<file path="config.mk">
export PLATFORM = sky130hd
export DESIGN_NAME = move_request_window_tracker_top
export DESIGN_NICKNAME = d
export VERILOG_FILES = /design/src/design/mrwt_pkg.sv /design/src/design/mrwt_cell.sv /design/src/design/move_request_window_tracker_top.sv
export VERILOG_INCLUDE_DIRS = /design/src /design/src/design
export SDC_FILE = /design/constraint.sdc
export NUM_CORES = 1
export LEC_CHECK = 0
export BUFFER_PORTS_ARGS = -buffer_cell sky130_fd_sc_hd__buf_4
export CAP_MARGIN = 10
export CORE_MARGIN = 2
export CORE_UTILIZATION = 45
export CTS_BUF_LIST = sky130_fd_sc_hd__clkbuf_16
export DETAILED_ROUTE_END_ITERATION = 7
export GPL_TIMING_DRIVEN = 0
export PLACE_DENSITY = 0.68
export SLEW_MARGIN = 10
export SYNTH_ARGS = -nofsm -noshare
export SYNTH_HDL_FRONTEND = slang
export SYNTH_SLANG_ARGS = --single-unit
</file>
<file path="constraint.sdc">
create_clock -name clk -period 18.4 [get_ports clk]
set_input_delay 3.68 -clock clk [delete_from_list [all_inputs] [get_ports clk]]
set_output_delay 3.68 -clock clk [all_outputs]
set_load 0.01 [all_outputs]
</file>
<file path="src/design/assert_macros.svh">
// Assertion macros for the move request window tracker.
// Included by the top level; no other dependencies.
`ifndef ASSERT_MACROS_SVH
`define ASSERT_MACROS_SVH

// Clocked check, ignored while reset is high.
`define ASSERT_CLK(name, clk, rst, prop, msg) \
  name: assert property (@(posedge clk) disable iff (rst) (prop)) else $error(msg);

// Clocked check that also holds during reset.
`define ASSERT_ALWAYS(name, clk, prop, msg) \
  name: assert property (@(posedge clk) (prop)) else $error(msg);

`endif

</file>
<file path="src/design/mrwt_pkg.sv">
`timescale 1ns / 1ps
// Shared types and constants of the move request window tracker.
// No dependencies.
package mrwt_pkg;

  localparam int KEY_COUNT = 6;
  localparam int KEY_W     = 32;
  localparam int KP_W      = 3;
  localparam int SEQ_W     = 8;
  localparam int DIR_W     = 8;

  typedef enum logic [1:0] {
    KIND_MOVE     = 2'd0,
    KIND_ACCEPT   = 2'd1,
    KIND_DENY     = 2'd2,
    KIND_PUSH_KEY = 2'd3
  } kind_t;

  typedef enum logic [1:0] {
    ST_IDLE,
    ST_EXEC,
    ST_SHIFT
  } state_t;

  // per-cell controls: load wins over shift
  typedef struct packed {
    logic load;
    logic shift;
  } cell_ctrl_t;

endpackage

</file>
<file path="src/design/mrwt_cell.sv">
`timescale 1ns / 1ps
// One storage cell of a chain: load a value or take the neighbor's value.
// Depends on mrwt_pkg (cell_ctrl_t).
module mrwt_cell import mrwt_pkg::*; #(
  parameter int W = 8
) (
  input  logic         clk,
  input  cell_ctrl_t   ctrl,
  input  logic [W-1:0] load_data,
  input  logic [W-1:0] shift_data,
  output logic [W-1:0] data
);

  always_ff @(posedge clk) begin
    if (ctrl.load) begin
      data <= load_data;
    end else if (ctrl.shift) begin
      data <= shift_data;
    end
  end

endmodule

</file>
<file path="src/design/move_request_window_tracker_top.sv">
`timescale 1ns / 1ps
// Top level of the move request window tracker: control, window and key chains.
// Depends on mrwt_pkg, mrwt_cell and assert_macros.svh.
//
//  channel | direction | handshake           | payload
//  --------+-----------+---------------------+------------------------------------------
//  in      | input     | in_valid / in_ready | kind, direction, ack_sequence, key_value
//  out     | output    | out_valid/out_ready | request_sent, sent_direction,
//          |           |                     | sent_sequence, sent_key, ack_matched,
//          |           |                     | pending_count
//
// Steps: a move request, deny, push key or unmatched accept is taken in ST_IDLE
//   and executed in ST_EXEC. A matched accept then moves to ST_SHIFT: the window
//   chain pops one entry per cycle from its head until the match leaves; the pop
//   of the match waits while the output register is still full.
// Reset (rst, synchronous): sequence counter, key pointer, key-written flags and fill
//   count clear, so unwritten key slots read as zero; window cells are not cleared.
// Stalls: the result sits in an output register; the block takes the next
//   transfer while it waits and only holds before writing a new result.
module move_request_window_tracker_top import mrwt_pkg::*; #(
  parameter int WINDOW_DEPTH = 16,
  localparam int CW = $clog2(WINDOW_DEPTH + 1)
) (
  input  logic              clk,
  input  logic              rst,
  // input channel
  input  logic              in_valid,
  output logic              in_ready,
  input  logic [1:0]        kind,
  input  logic [DIR_W-1:0]  direction,
  input  logic [SEQ_W-1:0]  ack_sequence,
  input  logic [KEY_W-1:0]  key_value,
  // result channel
  output logic              out_valid,
  input  logic              out_ready,
  output logic              request_sent,
  output logic [DIR_W-1:0]  sent_direction,
  output logic [SEQ_W-1:0]  sent_sequence,
  output logic [KEY_W-1:0]  sent_key,
  output logic              ack_matched,
  output logic [CW-1:0]     pending_count
);

`include "assert_macros.svh"

  // ---------------------------------------------------------------------
  // Control state
  // ---------------------------------------------------------------------
  state_t             state, state_next;
  logic [SEQ_W-1:0]   next_seq, next_seq_next;
  logic [KP_W-1:0]    key_pointer, key_pointer_next;
  logic [CW-1:0]      total, total_next;

  // latched input transfer
  kind_t              item_kind;
  logic [DIR_W-1:0]   item_dir;
  logic [SEQ_W-1:0]   item_ack;
  logic [KEY_W-1:0]   item_key;

  // result being written to the output register this cycle
  logic               produce;
  logic               slot_free;
  logic               res_sent;
  logic [DIR_W-1:0]   res_dir;
  logic [SEQ_W-1:0]   res_seq;
  logic [KEY_W-1:0]   res_key;
  logic               res_matched;

  // chain controls
  logic               win_append;
  logic               win_shift;
  logic               key_push;

  // ---------------------------------------------------------------------
  // Window chain: cell 0 is the oldest outstanding request. Entries at or
  // beyond the fill count hold stale data and are masked off the compare.
  // ---------------------------------------------------------------------
  logic [SEQ_W-1:0]        win_data [WINDOW_DEPTH];
  cell_ctrl_t              win_ctrl [WINDOW_DEPTH];
  logic [WINDOW_DEPTH-1:0] win_hit;
  logic                    any_hit;

  for (genvar i = 0; i < WINDOW_DEPTH; i++) begin : g_win
    logic [SEQ_W-1:0] shift_src;
    if (i == WINDOW_DEPTH - 1) begin : g_last
      assign shift_src = win_data[i];
    end else begin : g_mid
      assign shift_src = win_data[i+1];
    end

    assign win_ctrl[i].load  = win_append && (total == CW'(i));
    assign win_ctrl[i].shift = win_shift;
    assign win_hit[i]        = (win_data[i] == item_ack) && (CW'(i) < total);

    mrwt_cell #(.W(SEQ_W)) u_cell (
      .clk        (clk),
      .ctrl       (win_ctrl[i]),
      .load_data  (next_seq),
      .shift_data (shift_src),
      .data       (win_data[i])
    );
  end

  assign any_hit = |win_hit;

  // ---------------------------------------------------------------------
  // Key chain: push shifts slot i-1 into slot i and the new key into slot 0.
  // ---------------------------------------------------------------------
  logic [KEY_W-1:0] key_data [KEY_COUNT];
  cell_ctrl_t       key_ctrl;
  logic [KEY_W-1:0] cur_key;

  assign key_ctrl.load  = 1'b0;
  assign key_ctrl.shift = key_push;

  for (genvar i = 0; i < KEY_COUNT; i++) begin : g_key
    logic [KEY_W-1:0] shift_src;
    if (i == 0) begin : g_first
      assign shift_src = item_key;
    end else begin : g_rest
      assign shift_src = key_data[i-1];
    end

    mrwt_cell #(.W(KEY_W)) u_cell (
      .clk        (clk),
      .ctrl       (key_ctrl),
      .load_data  ({KEY_W{1'b0}}),
      .shift_data (shift_src),
      .data       (key_data[i])
    );
  end

  // Key slots read as zero until written; a request before any key is loaded must see that.
  logic [KEY_COUNT-1:0] key_written;

  always_comb begin
    cur_key = '0;
    if (key_pointer < KP_W'(KEY_COUNT)) begin
      if (key_written[key_pointer]) begin
        cur_key = key_data[key_pointer];
      end
    end
  end

  always_ff @(posedge clk) begin
    if (rst) begin
      key_written <= '0;
    end else if (key_push) begin
      key_written <= {key_written[KEY_COUNT-2:0], 1'b1};
    end
  end

  // ---------------------------------------------------------------------
  // Sequencer
  // ---------------------------------------------------------------------
  assign slot_free = !out_valid || out_ready;

  always_comb begin
    state_next       = state;
    in_ready         = 1'b0;
    produce          = 1'b0;
    res_sent         = 1'b0;
    res_dir          = '0;
    res_seq          = '0;
    res_key          = '0;
    res_matched      = 1'b0;
    win_append       = 1'b0;
    win_shift        = 1'b0;
    key_push         = 1'b0;
    next_seq_next    = next_seq;
    key_pointer_next = key_pointer;
    total_next       = total;

    case (state)
      ST_IDLE: begin
        in_ready = 1'b1;
        if (in_valid) begin
          state_next = ST_EXEC;
        end
      end

      ST_EXEC: begin
        case (item_kind)
          KIND_MOVE: begin
            if (slot_free) begin
              produce    = 1'b1;
              state_next = ST_IDLE;
              if (total < CW'(WINDOW_DEPTH)) begin
                res_sent      = 1'b1;
                res_dir       = item_dir;
                res_seq       = next_seq;
                res_key       = cur_key;
                win_append    = 1'b1;
                next_seq_next = next_seq + 1'b1;
                if (key_pointer >= KP_W'(KEY_COUNT - 1)) begin
                  key_pointer_next = '0;
                end else begin
                  key_pointer_next = key_pointer + 1'b1;
                end
                total_next = total + 1'b1;
              end
            end
          end

          KIND_ACCEPT: begin
            if (any_hit) begin
              state_next = ST_SHIFT;
            end else if (slot_free) begin
              produce    = 1'b1;
              state_next = ST_IDLE;
            end
          end

          KIND_DENY: begin
            if (slot_free) begin
              produce          = 1'b1;
              state_next       = ST_IDLE;
              next_seq_next    = '0;
              key_pointer_next = '0;
              total_next       = '0;
            end
          end

          KIND_PUSH_KEY: begin
            if (slot_free) begin
              produce    = 1'b1;
              state_next = ST_IDLE;
              key_push   = 1'b1;
            end
          end

          default: begin
            state_next = ST_IDLE;
          end
        endcase
      end

      ST_SHIFT: begin
        // pop the oldest entry each cycle, the match only once the output register is free; its pop ends the item
        if (win_data[0] != item_ack) begin
          win_shift  = 1'b1;
          total_next = total - 1'b1;
        end else if (slot_free) begin
          win_shift   = 1'b1;
          total_next  = total - 1'b1;
          produce     = 1'b1;
          res_matched = 1'b1;
          state_next  = ST_IDLE;
        end
      end

      default: begin
        state_next = ST_IDLE;
      end
    endcase
  end

  always_ff @(posedge clk) begin
    if (rst) begin
      state       <= ST_IDLE;
      next_seq    <= '0;
      key_pointer <= '0;
      total       <= '0;
    end else begin
      state       <= state_next;
      next_seq    <= next_seq_next;
      key_pointer <= key_pointer_next;
      total       <= total_next;
    end
  end

  // input transfer capture
  always_ff @(posedge clk) begin
    if (in_valid && in_ready) begin
      item_kind <= kind_t'(kind);
      item_dir  <= direction;
      item_ack  <= ack_sequence;
      item_key  <= key_value;
    end
  end

  // ---------------------------------------------------------------------
  // Output register
  // ---------------------------------------------------------------------
  always_ff @(posedge clk) begin
    if (rst) begin
      out_valid <= 1'b0;
    end else if (produce) begin
      out_valid <= 1'b1;
    end else if (out_ready) begin
      out_valid <= 1'b0;
    end
  end

  always_ff @(posedge clk) begin
    if (produce) begin
      request_sent   <= res_sent;
      sent_direction <= res_dir;
      sent_sequence  <= res_seq;
      sent_key       <= res_key;
      ack_matched    <= res_matched;
      pending_count  <= total_next;
    end
  end

  // ---------------------------------------------------------------------
  // Assertions
  // ---------------------------------------------------------------------
  `ASSERT_CLK(a_fill_bound, clk, rst, total <= CW'(WINDOW_DEPTH), "window fill count overflow")
  `ASSERT_CLK(a_shift_nonempty, clk, rst, (state == ST_SHIFT) |-> (total != '0), "pop from empty window")
  `ASSERT_CLK(a_key_ptr_range, clk, rst, key_pointer < KP_W'(KEY_COUNT), "key pointer out of range")
  `ASSERT_CLK(a_sent_counts, clk, rst, (out_valid && request_sent) |-> (pending_count != '0), "issued request not counted")

endmodule

</file>
==> flow_summary.json <==
{
  "synthArstFlopShare_pct": 0,
  "detailedRoute.firstIterationViolations": 1013,
  "syn-mean-instance-area_um2": 16.4,
  "dpl.cell_count": 1896,
  "post_synth_inst_count": 1198,
  "first_pass_grt_wire_length_um": 66800,
  "design_power_total_mw": 2.61,
  "crit_required_ns": 18.60,
  "post-synth-top-area-fraction_pct": 65.1,
  "synth_edf_count": 425,
  "synth_largest_area_cell": "sky130_fd_sc_hd__edfxtp_1",
  "grt_start_max_net_pins": 114,
  "drt-pass1-iter-count": 5,
  "cts.sinks": 450,
  "drive_above_1_share_pct": 30.2,
  "utilization_pct": 52.9,
  "antenna_violating_nets_post_route": 0,
  "dieWidth_um": 213,
  "nFillCells": 3501,
  "placement.io_buffers": 110,
  "wl_um": 44700,
  "cts_setup_buffers": 0,
  "hp-class": "reg2reg",
  "root_buffer": "sky130_fd_sc_hd__clkbuf_16",
  "number_of_antenna_diodes": 0,
  "avgRoutedWirePerCell_um": 22.6,
  "critical_path.cell_chain": "buf_4, nand2b_4, buf_12, nand4_1, inv_8, buf_16",
  "synth_warnings": 0,
  "fin_skew_ns": 0.0167,
  "dp_worst_setup_slack_ns": 12.31,
  "place.gp.congestion": 0.896,
  "worstPathArrival_ns": 5.66,
  "globalRouteMet1Util_pct": 28.1,
  "max_slew.worst_pin.slew_ns": 0.941,
  "achievable-frequency_ghz": 0.183,
  "finalNetCount": 1428,
  "cp_slowest_stage_delay_ns": 0.61,
  "grt_antenna_before_repair": 1,
  "hold_depth": 0,
  "mappedNetlistNets": 1266,
  "slew_violations": 0,
  "start_util_pct": 45.5,
  "globalRouteMet3Util_pct": 3.31,
  "tritoncts.num_buffers": 47,
  "cts.repair.resized": 0,
  "worstSkewPairLatency_ns": 0.58,
  "finalSetupTns_ns": 0,
  "tritoncts": "done",
  "detail_route.vias_per_cell": 5.47,
  "fp.dieArea_mm2": 0.0453,
  "io-pin-count": 111,
  "number_of_global_route_vias_before_repair": 10809,
  "synth.yosys.seq_area_share_pct": 67.6,
  "power.density_mw_per_mm2": 115,
  "route.vias.total": 10832,
  "cts.hold.buffers_added": 0,
  "core.rowCount": 76,
  "postLayoutSetupSlackWorst_ns": 12.94,
  "cts.htree.levels": 2,
  "synth.cell_area_mm2": 0.0196,
  "gr-total-overflow": 0,
  "endpoint_kind": "flip-flop",
  "critPathSlowestCell": "sky130_fd_sc_hd__inv_8",
  "drc": 0,
  "layout_worst_path_cycle_share_pct": 29.7,
  "synth_top_cells_by_area": "sky130_fd_sc_hd__edfxtp_1 (65%), sky130_fd_sc_hd__mux2_2 (6.9%), sky130_fd_sc_hd__mux4_2 (3.8%)",
  "global_route.usage.total_pct": 19.8,
  "grt.met2_usage_pct": 31.6,
  "clkTransAtPathRegs_ns": 0.06,
  "timing.max_slew.rel_slack_pct": 37.3,
  "dominantRegCellSynth": "sky130_fd_sc_hd__edfxtp_1",
  "r2r.worst_path.cells": 9,
  "crit_type": "in2reg",
  "hpwlAfterDp_um": 29500,
  "cap_viol_max_count": 0,
  "synth.distinct_cells": 67,
  "final-hold-violation-count": 0,
  "setup_crit_start_kind": "input port",
  "setup_viols_final": 0,
  "yosys_register_bits": 450,
  "grt_most_used_layer": "met2",
  "outcome": "complete, no violations",
  "cellLeakagePower_nw": 7.98,
  "core_region_area_mm2": 0.0431,
  "vdd.ir_drop.worst_mv": 0.0808,
  "grt_setup_unrepaired": "false",
  "finalWorstPathRequiredPeriod_ns": 5.46,
  "clk_path_buf_depth": 3,
  "final-instance-count-excl-fill": 1981,
  "synthToLayoutAreaGrowth_pct": 16.1,
  "die_h_um": 213,
  "critPathMaxFanout": 113
}
-- state kept, by name, indices dropped and copies added (netlist names) --
signal and count:
ack_matched 1, g_key.shift_src 32, g_key.u_cell.data 192, g_win.u_cell.data 128, item_ack 8, item_dir 8
item_kind 2, key_pointer 3, key_written 6, next_seq 8, out_valid 1, pending_count 5
request_sent 1, sent_direction 8, sent_key 32, sent_sequence 8, state 2, total 5
-- where the power goes --
group	internal [mW]	switching (mW)
clock network	0.544	0.390
logic	0.170	0.242
registers	1.23	0.0367
total	1.94	0.669
-- stage by stage --
stage | area [um^2] | hold slack (ns)
2_1_floorplan | 19600 | 0.400
3_3_place_gp | 21200 | 0.400
3_5_place_dp | 21300 | 0.405
4_1_cts | 22800 | 0.417
5_1_grt | 22800 | 0.424
6_report | 22800 | 0.407
-- layout by cell type, fill, tap and decap left out, types with 12 or more instances in the layout --
cell and count:
sky130_fd_sc_hd__edfxtp_1 425, sky130_fd_sc_hd__buf_4 126, sky130_fd_sc_hd__mux2_2 120, sky130_fd_sc_hd__xnor2_1 75, sky130_fd_sc_hd__xor2_1 61, sky130_fd_sc_hd__nor2_1 58, sky130_fd_sc_hd__clkbuf_16 48, sky130_fd_sc_hd__nand2_1 47
sky130_fd_sc_hd__clkbuf_1 40, sky130_fd_sc_hd__mux4_2 33, sky130_fd_sc_hd__mux2_4 32, sky130_fd_sc_hd__a22oi_1 32, sky130_fd_sc_hd__dfxtp_1 25, sky130_fd_sc_hd__nand4_1 21, sky130_fd_sc_hd__inv_1 21, sky130_fd_sc_hd__a21oi_1 20
sky130_fd_sc_hd__and3_1 19, sky130_fd_sc_hd__o21ai_0 16, sky130_fd_sc_hd__ha_1 14, sky130_fd_sc_hd__nor4_1 12, sky130_fd_sc_hd__nor3_1 12
-- cells by family (layout without fill, tap and decap cells) --
logic type	count (synthesis)	count (layout)	share of synthesized area (%)
multiplexers	190	190	13.4
AO/OA/AOI/OAI	102	102	3.60
adder cells (fa/ha/maj)	14	14	0.893
XOR/XNOR	136	136	6.07
flip-flops	450	450	67.6
AND/OR/NAND/NOR	211	211	5.83
buffers and inverters	95	293	2.57
-- cell usage after synthesis (4+ instances only) --
cell type / count
sky130_fd_sc_hd__edfxtp_1: 425
sky130_fd_sc_hd__mux2_2: 120
sky130_fd_sc_hd__xnor2_1: 75
sky130_fd_sc_hd__xor2_1: 61
sky130_fd_sc_hd__nor2_1: 58
sky130_fd_sc_hd__nand2_1: 47
sky130_fd_sc_hd__clkbuf_1: 40
sky130_fd_sc_hd__mux4_2: 33
sky130_fd_sc_hd__a22oi_1: 32
sky130_fd_sc_hd__mux2_4: 32
sky130_fd_sc_hd__dfxtp_1: 25
sky130_fd_sc_hd__nand4_1: 21
sky130_fd_sc_hd__a21oi_1: 20
sky130_fd_sc_hd__and3_1: 19
sky130_fd_sc_hd__o21ai_0: 17
sky130_fd_sc_hd__buf_4: 16
sky130_fd_sc_hd__ha_1: 14
sky130_fd_sc_hd__inv_1: 13
sky130_fd_sc_hd__nor3_1: 12
sky130_fd_sc_hd__nor4_1: 12
sky130_fd_sc_hd__buf_2: 10
sky130_fd_sc_hd__nand3_1: 8
sky130_fd_sc_hd__buf_1: 6
sky130_fd_sc_hd__nand2b_1: 5
sky130_fd_sc_hd__a211oi_1: 4
sky130_fd_sc_hd__a22o_1: 4
sky130_fd_sc_hd__buf_6: 4
sky130_fd_sc_hd__nor2b_1: 4
-- routing by layer --
layer | vias to the layer above | share of wire, %
met2 | 375 | 48
met3 | 71 | 6.0
met5 | - | 0.029
li1 | 4891 | -
met1 | 5493 | 44
met4 | 2 | 2.1
-- final cells by class --
class / count / area [um^2] / share of cell area [%]
repair buffers: 113 / 901 / 3.95
flip-flops and latches: 450 / 13300 / 58.2
clock inverters: 37 / 312 / 1.37
plain buffers: 80 / 440 / 1.93
well taps: 585 / 732 / 3.21
inverters: 15 / 71.3 / 0.313
clock buffers: 48 / 1200 / 5.27
multi-input cells: 653 / 5860 / 25.7
-- final timing paths --
kind / slack, ns / startpoint / endpoint
setup / recovery: 12.94 / out_ready / g_key[2].u_cell.data[2]
hold / removal: 0.41 / g_key[0].shift_src[31] / g_key[0].u_cell.data[31]
setup reg to reg: 15.16 / total[2] / sent_key[21]
hold reg to reg: 0.41 / g_key[0].shift_src[31] / g_key[0].u_cell.data[31]
-- worst max-delay path: cells and delay by family --
kind          cells  cell delay (ns)
simple gates      2             0.58
buf+inv           4             1.31
Power figures use the tool's default switching activity.
